==> config.mk <==
export PLATFORM = sky130hd
export DESIGN_NAME = mbrm_ctrl
export DESIGN_NICKNAME = d
export VERILOG_FILES = /design/src/rtl/mbrm_pkg.sv /design/src/rtl/mbrm_ctrl.sv
export SDC_FILE = /design/constraint.sdc
export NUM_CORES = 1
export LEC_CHECK = 0
export BUFFER_PORTS_ARGS = -buffer_cell sky130_fd_sc_hd__buf_2
export CAP_MARGIN = 10
export CORE_AREA = 2 2 39 41
export DETAILED_ROUTE_END_ITERATION = 10
export DIE_AREA = 0 0 41 43
export GPL_TIMING_DRIVEN = 1
export PLACE_DENSITY = 0.43
export SLEW_MARGIN = 25
export SYNTH_ARGS = -nofsm -noshare
export SYNTH_HDL_FRONTEND = slang
export SYNTH_SLANG_ARGS = --single-unit
==> constraint.sdc <==
create_clock -name clk -period 3.5 [get_ports clk]
set_clock_uncertainty 0.15 [all_clocks]
set_input_delay 0 -clock clk [delete_from_list [all_inputs] [get_ports clk]]
set_output_delay 0 -clock clk [all_outputs]
set_load 0.03 [all_outputs]
==> src/rtl/mbrm_pkg.sv <==
// ----------------------------------------------------------------------------
// mbrm_pkg
// shared types and constants of the modbus tcp response matcher
// ----------------------------------------------------------------------------
`default_nettype none

package mbrm_pkg;

  // default ring depth and reset value of the slots-in-use register
  localparam int MAX_SLOTS_DEF = 128;
  localparam logic [7:0] ENTRIES_RESET = 8'd128;

  // input command codes
  localparam logic CMD_RECORD = 1'b0;
  localparam logic CMD_CHECK  = 1'b1;

  // protocol constants
  localparam logic [15:0] PROTOCOL_MODBUS = 16'h0000;
  localparam logic [7:0]  FC_READ_MIN     = 8'h01;
  localparam logic [7:0]  FC_READ_MAX     = 8'h04;
  localparam logic [7:0]  FC_BIT_MAX      = 8'h02;
  localparam logic [16:0] LEN_OVERHEAD    = 17'd3;
  localparam logic [16:0] BIT_ROUND       = 17'd7;

  typedef enum logic [2:0] {
    ST_OK             = 3'd0,
    ST_NO_MATCH       = 3'd1,
    ST_BAD_PROTOCOL   = 3'd2,
    ST_NOT_READ       = 3'd3,
    ST_LENGTH_BAD     = 3'd4,
    ST_CODE_MISMATCH  = 3'd5,
    ST_COUNT_MISMATCH = 3'd6
  } status_t;

  typedef enum logic [1:0] {
    S_IDLE,
    S_RECORD,
    S_SCAN,
    S_FINISH
  } fsm_state_t;

  // one stored request
  typedef struct packed {
    logic [15:0] tid;
    logic [7:0]  fn;
    logic [15:0] addr;
    logic [15:0] qty;
  } entry_t;

  // controller to datapath
  typedef struct packed {
    logic load;
    logic record;
    logic scan_start;
    logic scan;
    logic finish;
  } ctl_cmd_t;

  // datapath to controller
  typedef struct packed {
    logic scan_hit;
    logic scan_miss;
    logic out_free;
  } ctl_sts_t;

endpackage

`default_nettype wire

==> src/rtl/mbrm_ctrl.sv <==
// ----------------------------------------------------------------------------
// mbrm_ctrl
// sequencer: record, table scan and result hand-off
// ----------------------------------------------------------------------------
`default_nettype none

module mbrm_ctrl (
  input  wire logic               clk,
  input  wire logic               rst,
  input  wire logic               req_valid,
  input  wire logic               command,
  output logic                    req_stall,
  input  wire mbrm_pkg::ctl_sts_t sts,
  output mbrm_pkg::ctl_cmd_t      cmd
);

  mbrm_pkg::fsm_state_t state, state_next;

  always_ff @(posedge clk) begin
    if (rst) begin
      state <= mbrm_pkg::S_IDLE;
    end else begin
      state <= state_next;
    end
  end

  always_comb begin
    state_next = state;
    cmd        = '0;
    req_stall  = 1'b1;
    unique case (state)
      mbrm_pkg::S_IDLE: begin
        req_stall = 1'b0;
        if (req_valid) begin
          cmd.load = 1'b1;
          if (command == mbrm_pkg::CMD_RECORD) begin
            state_next = mbrm_pkg::S_RECORD;
          end else begin
            cmd.scan_start = 1'b1;
            state_next     = mbrm_pkg::S_SCAN;
          end
        end
      end
      mbrm_pkg::S_RECORD: begin
        cmd.record = 1'b1;
        state_next = mbrm_pkg::S_FINISH;
      end
      mbrm_pkg::S_SCAN: begin
        cmd.scan = 1'b1;
        if (sts.scan_hit || sts.scan_miss) begin
          state_next = mbrm_pkg::S_FINISH;
        end
      end
      mbrm_pkg::S_FINISH: begin
        cmd.finish = 1'b1;
        if (sts.out_free) begin
          state_next = mbrm_pkg::S_IDLE;
        end
      end
      default: begin
        state_next = mbrm_pkg::S_IDLE;
      end
    endcase
  end

endmodule

`default_nettype wire

Yosys cells after proc, flatten, opt, wreduce, memory -nomap -nowiden
Index checks and enable logic that the tools add are counted.

cells by class
  add/subtract/negate cells = 0
  multipliers = 0
  div/mod/pow operators = 0
  order comparisons = 0
  equality and inequality tests = 6
  shift-type cells = 0
  mux-type cells = 14
  bitwise logic cells = 0
  reductions and logical operators = 3

operator list
  cell                  number
  $mux W1               9
  $mux W2               4
  $pmux W2 S4           1
  $ne A2 B2 Y1 const B  3
  $eq A2 B2 Y1 const B  2
  $reduce_and A3 Y1     1
  $eq A2 B1 Y1 const B  1
  $logic_not A2 Y1      1
  $logic_or A1 B1 Y1    1

word-level totals
  register bits = 2
  bits in latches = 0
  memory bits (writable) = 0
  ROM bits = 0
  bits of input ports = 7
  output and inout bits = 6
  logic and storage cells = 24
  memories kept = 0

Logic depth before layout (Yosys ltp)
  word-level depth = 3
  gate-level depth with buffers = 5
  mapped depth without buffers = 5

Worst setup path after synthesis
No wires, ideal clock.

  kind = flip-flop to flip-flop
  start point = register state[0]
  end point = register state[0]
  setup time = 121 ps
  arrival time = 1404 ps
  data required time = 3229 ps
  path slack = 1825 ps
  stages on the path, launching flop included = 5
  path buffers = 0
  period minus slack after synthesis = 1675 ps
  cell sequence = dfxtp_1 > inv_1 > ha_1 > a221oi_4 > mux2_4

between the ends
  longest elaborated chain between the ends = 3
  elaborated cells between the ends (all ways) = 9
  those cells by class = 6 x eq/ne; 1 x mux; 2 x reduce/logical

RTL lines
  what                                                     RTL line         RTL
  start, declared                                          mbrm_ctrl.sv:17  mbrm_pkg::fsm_state_t state, state_next;
  start signal, assigned                                   mbrm_ctrl.sv:21  state <= mbrm_pkg::S_IDLE;
  start signal, assigned                                   mbrm_ctrl.sv:23  state <= state_next;
  $eq A2 B2 Y1 / $logic_not A2 Y1 (equally long branches)  mbrm_ctrl.sv:31  unique case (state)
  $ne A2 B2 Y1 (no line)                                   n/a
  $reduce_and A3 Y1 (no line)                              n/a

Several ways; a longest one is shown, not always the timed one.
A chain may end at the register's enable or synchronous reset.

Worst setup path after layout
Same ends and word-level chain as after synthesis.

==> flow_metrics.env <==
export IMPL_peak_vdd_ir_mv=0.148
export IMPL_postSynthNetCount=37
export IMPL_die_width_um=41
export IMPL_clk_latency_ps=220
export IMPL_design_portCount=13
export IMPL_dr_first_iter_drc_count=2
export IMPL_clock_sinks=2
export IMPL_chipHeight_um=43
export IMPL_floorplan_initialDensity=0.174
export IMPL_design_final_nets=55
export IMPL_registers_with_the_most_flip_flops="state (2)"
export IMPL_seq_area_um2=40.0
export IMPL_viasPerCell=3.68
export IMPL_dpl_wire_length_um=363
export IMPL_ys_types=12
export IMPL_synth_largest_area_cell="sky130_fd_sc_hd__ha_1"
export IMPL_multi_input_area_um2=185
export IMPL_cts_clk_slew_worst_paths_ps=30
export IMPL_wire_length_of_the_first_global_routing_pass_um=765
export IMPL_core_region_area_um2=1380
export IMPL_via_count=210
export IMPL_synthAdderAreaFrac=0.260
export IMPL_cap_violations=0
export IMPL_hold_class="primary input to flip-flop"
export IMPL_grt_util_all_layers=0.0681
export IMPL_synth_cell_area_um2=240
export IMPL_seq_area_frac_synth=0.167
export IMPL_final_period_utilization=0.468
export IMPL_count_of_antenna_diodes_in_the_layout=0
export IMPL_fp_dieArea_um2=1760
export IMPL_detail_route_antenna_nets=0
export IMPL_grt_setup_unrepaired="false"
export IMPL_place_congestion=0.666
export IMPL_outcome="finished, final reports clean"
export IMPL_syn_instance_count=25
export IMPL_critPathBufInv=1
export IMPL_final_setup_worst_slack_ps=1860
export IMPL_setup_viol_count_final=0
export IMPL_grt_pass1_vias=217
export IMPL_globalRoute_totalOverflow=0
export IMPL_finalCriticalPeriod_ps=1640
export IMPL_muxShareOfSynthArea=0.125
export IMPL_dp_slack_ps=1850
export IMPL_kind_of_critical_path="flip-flop to flip-flop"
export IMPL_totalWireLength_um=449
export IMPL_tightestPinTransition_ps=254
export IMPL_end_kind="flip-flop"
export IMPL_dominantRegCellSynth="sky130_fd_sc_hd__dfxtp_1"
export IMPL_critical_path_required_ps=3460
export IMPL_max_freq_ghz=0.611
export IMPL_final_layout_size_suffix_gt1_frac=0.512
export IMPL_grt_antenna_before_repair=0
export IMPL_cpPeakStageDelay_ps=340
export IMPL_p_per_area_nw_per_um2=710
export IMPL_remaining_drc_errors=0
export IMPL_worst_slew_margin_rel=0.830
export IMPL_yosys_area_top_type_share=0.260
export IMPL_worst_hold_slack_ps=74.9
export IMPL_postSynthRegisterBits=2
export IMPL_timing_critical_path_from_type="flip-flop"
export IMPL_syn_to_final_growth_pct=46.9
export IMPL_cts_tree="yes"
export IMPL_drt_pass1_iter_count=2
export IMPL_fin_setup_tns_ps=0
export IMPL_worst_path_max_fanout=4
export IMPL_core_rowCount=14
export IMPL_registers_top_by_ff_count="state"
export IMPL_clk_path_buf_depth=2
export IMPL_grt_max_degree=5
export IMPL_critPathArrivalTime_ps=1590
export IMPL_port_buffer_count=12
export IMPL_critical_path_cell_chain="inv_1 > ha_1 > nor2b_4 > a221oi_4 > mux2_4"
export IMPL_synth_xor_xnor_area_share=0
export IMPL_cts_root_buf="sky130_fd_sc_hd__clkbuf_4"
export IMPL_ys_top_cells_by_count="sky130_fd_sc_hd__ha_1 (5), sky130_fd_sc_hd__inv_1 (4), sky130_fd_sc_hd__nor2_1 (3)"
export IMPL_layout_core_utilization=0.255
export IMPL_fillCellCount=151
export IMPL_post_synthesis_compound_gate_area_fraction=0.151
export IMPL_postCtsSetupBuffers=0
export IMPL_count_of_flip_flops_with_a_built_in_enable_after_synthesis=0
export IMPL_routedWlPerCell_um=7.88
export IMPL_timing_final_hold_violations=0
export IMPL_synth_yosys_warnings=0
export IMPL_synth_top_cells_by_area="sky130_fd_sc_hd__ha_1 (26%), sky130_fd_sc_hd__dfxtp_1 (17%), sky130_fd_sc_hd__mux2_4 (13%)"
export IMPL_largest_register_ff_count=2
export IMPL_synth_top_family_by_area="adder cells"
export IMPL_cts_htree_levels=1
export IMPL_crit_slowest_cell="sky130_fd_sc_hd__dfxtp_1"
export IMPL_crit_path_leading_delay_family="flip-flops"
export IMPL_synthArstFlopShare=0
export IMPL_static_leakage_power_nw=0.198
export IMPL_syn_area_per_cell_um2=9.61
export IMPL_synthMostInstantiatedCell="sky130_fd_sc_hd__ha_1"
export IMPL_synthesized_area_fraction_occupied_by_and_or_nand_nor_cells=0.234
export IMPL_cts_inserted_buffers=3
export IMPL_slew_violations=0
-- placed cells by master (no fill, tap or decap) --
cell / count
sky130_fd_sc_hd__a21oi_1: 2
sky130_fd_sc_hd__a221oi_4: 1
sky130_fd_sc_hd__and2_2: 1
sky130_fd_sc_hd__and3_2: 1
sky130_fd_sc_hd__buf_2: 12
sky130_fd_sc_hd__clkbuf_4: 3
sky130_fd_sc_hd__dfxtp_1: 2
sky130_fd_sc_hd__dlygate4sd3_1: 1
sky130_fd_sc_hd__ha_1: 5
sky130_fd_sc_hd__inv_1: 4
sky130_fd_sc_hd__mux2_4: 2
sky130_fd_sc_hd__nand2_1: 1
sky130_fd_sc_hd__nand2b_1: 2
sky130_fd_sc_hd__nor2_1: 3
sky130_fd_sc_hd__nor2b_4: 1
-- what timing repair did --
action	CTS	global route
hold buffers	1	0
endpoints found under the setup margin	0	0
gates resized for setup	0	0
endpoints found under the hold margin	2	0
-- final timing paths --
kind / startpoint / end / slack [ps] / depth (start not counted)
min: command / state[1] / 70 / 4
min reg2reg: state[0] / state[0] / 570 / 3
max: state[0] / state[0] / 1860 / 5
max reg2reg: state[0] / state[0] / 1860 / 5
-- cell type report --
cell class                 instances  share of cell area
inverter                           4              0.0426
sequential                         2               0.113
timing repair buffer              13               0.199
multi-input combinational         19               0.525
clock buffer                       3              0.0638
tap                               16              0.0567
-- worst register-to-register path: stages, from the launching register on --
cell	delay [ps]
sky130_fd_sc_hd__dfxtp_1	340
sky130_fd_sc_hd__inv_1	100
sky130_fd_sc_hd__ha_1	240
sky130_fd_sc_hd__nor2b_4	140
sky130_fd_sc_hd__a221oi_4	220
sky130_fd_sc_hd__mux2_4	320
-- cells by family (layout without fill, tap and decap cells) --
kind of cell | after synthesis | in the layout
compound gates | 3 | 3
fa+ha+maj | 5 | 5
buf+inv | 4 | 20
flops | 2 | 2
mux | 2 | 2
simple gates | 9 | 9
-- layer usage --
metal  track usage  routed length, um  part of all wire
met4        0.0800                  0                 0
met5             0                  0                 0
met2        0.0969                200              0.45
met3        0.0157                 33             0.073
met1        0.0701                215              0.48
-- power by group --
part | internal [mW] | switching, mW | leakage [nW] | total (mW)
clock | 0.0378 | 0.0131 | 0.0138 | 0.0510
combinational | 0.0680 | 0.0946 | 0.167 | 0.163
sequential | 0.0309 | 0.00604 | 0.0165 | 0.0369
-- metrics by stage --
step | cells | power [mW] | cell area (um2)
5_1_grt | 57 | 0.276 | 353
4_1_cts | 57 | 0.257 | 353
2_1_floorplan | 25 | 0.169 | 240
3_3_place_gp | 53 | 0.203 | 320
6_report | 57 | 0.250 | 353
3_5_place_dp | 53 | 0.201 | 320
No activity file was read; power rests on OpenSTA's default activity.
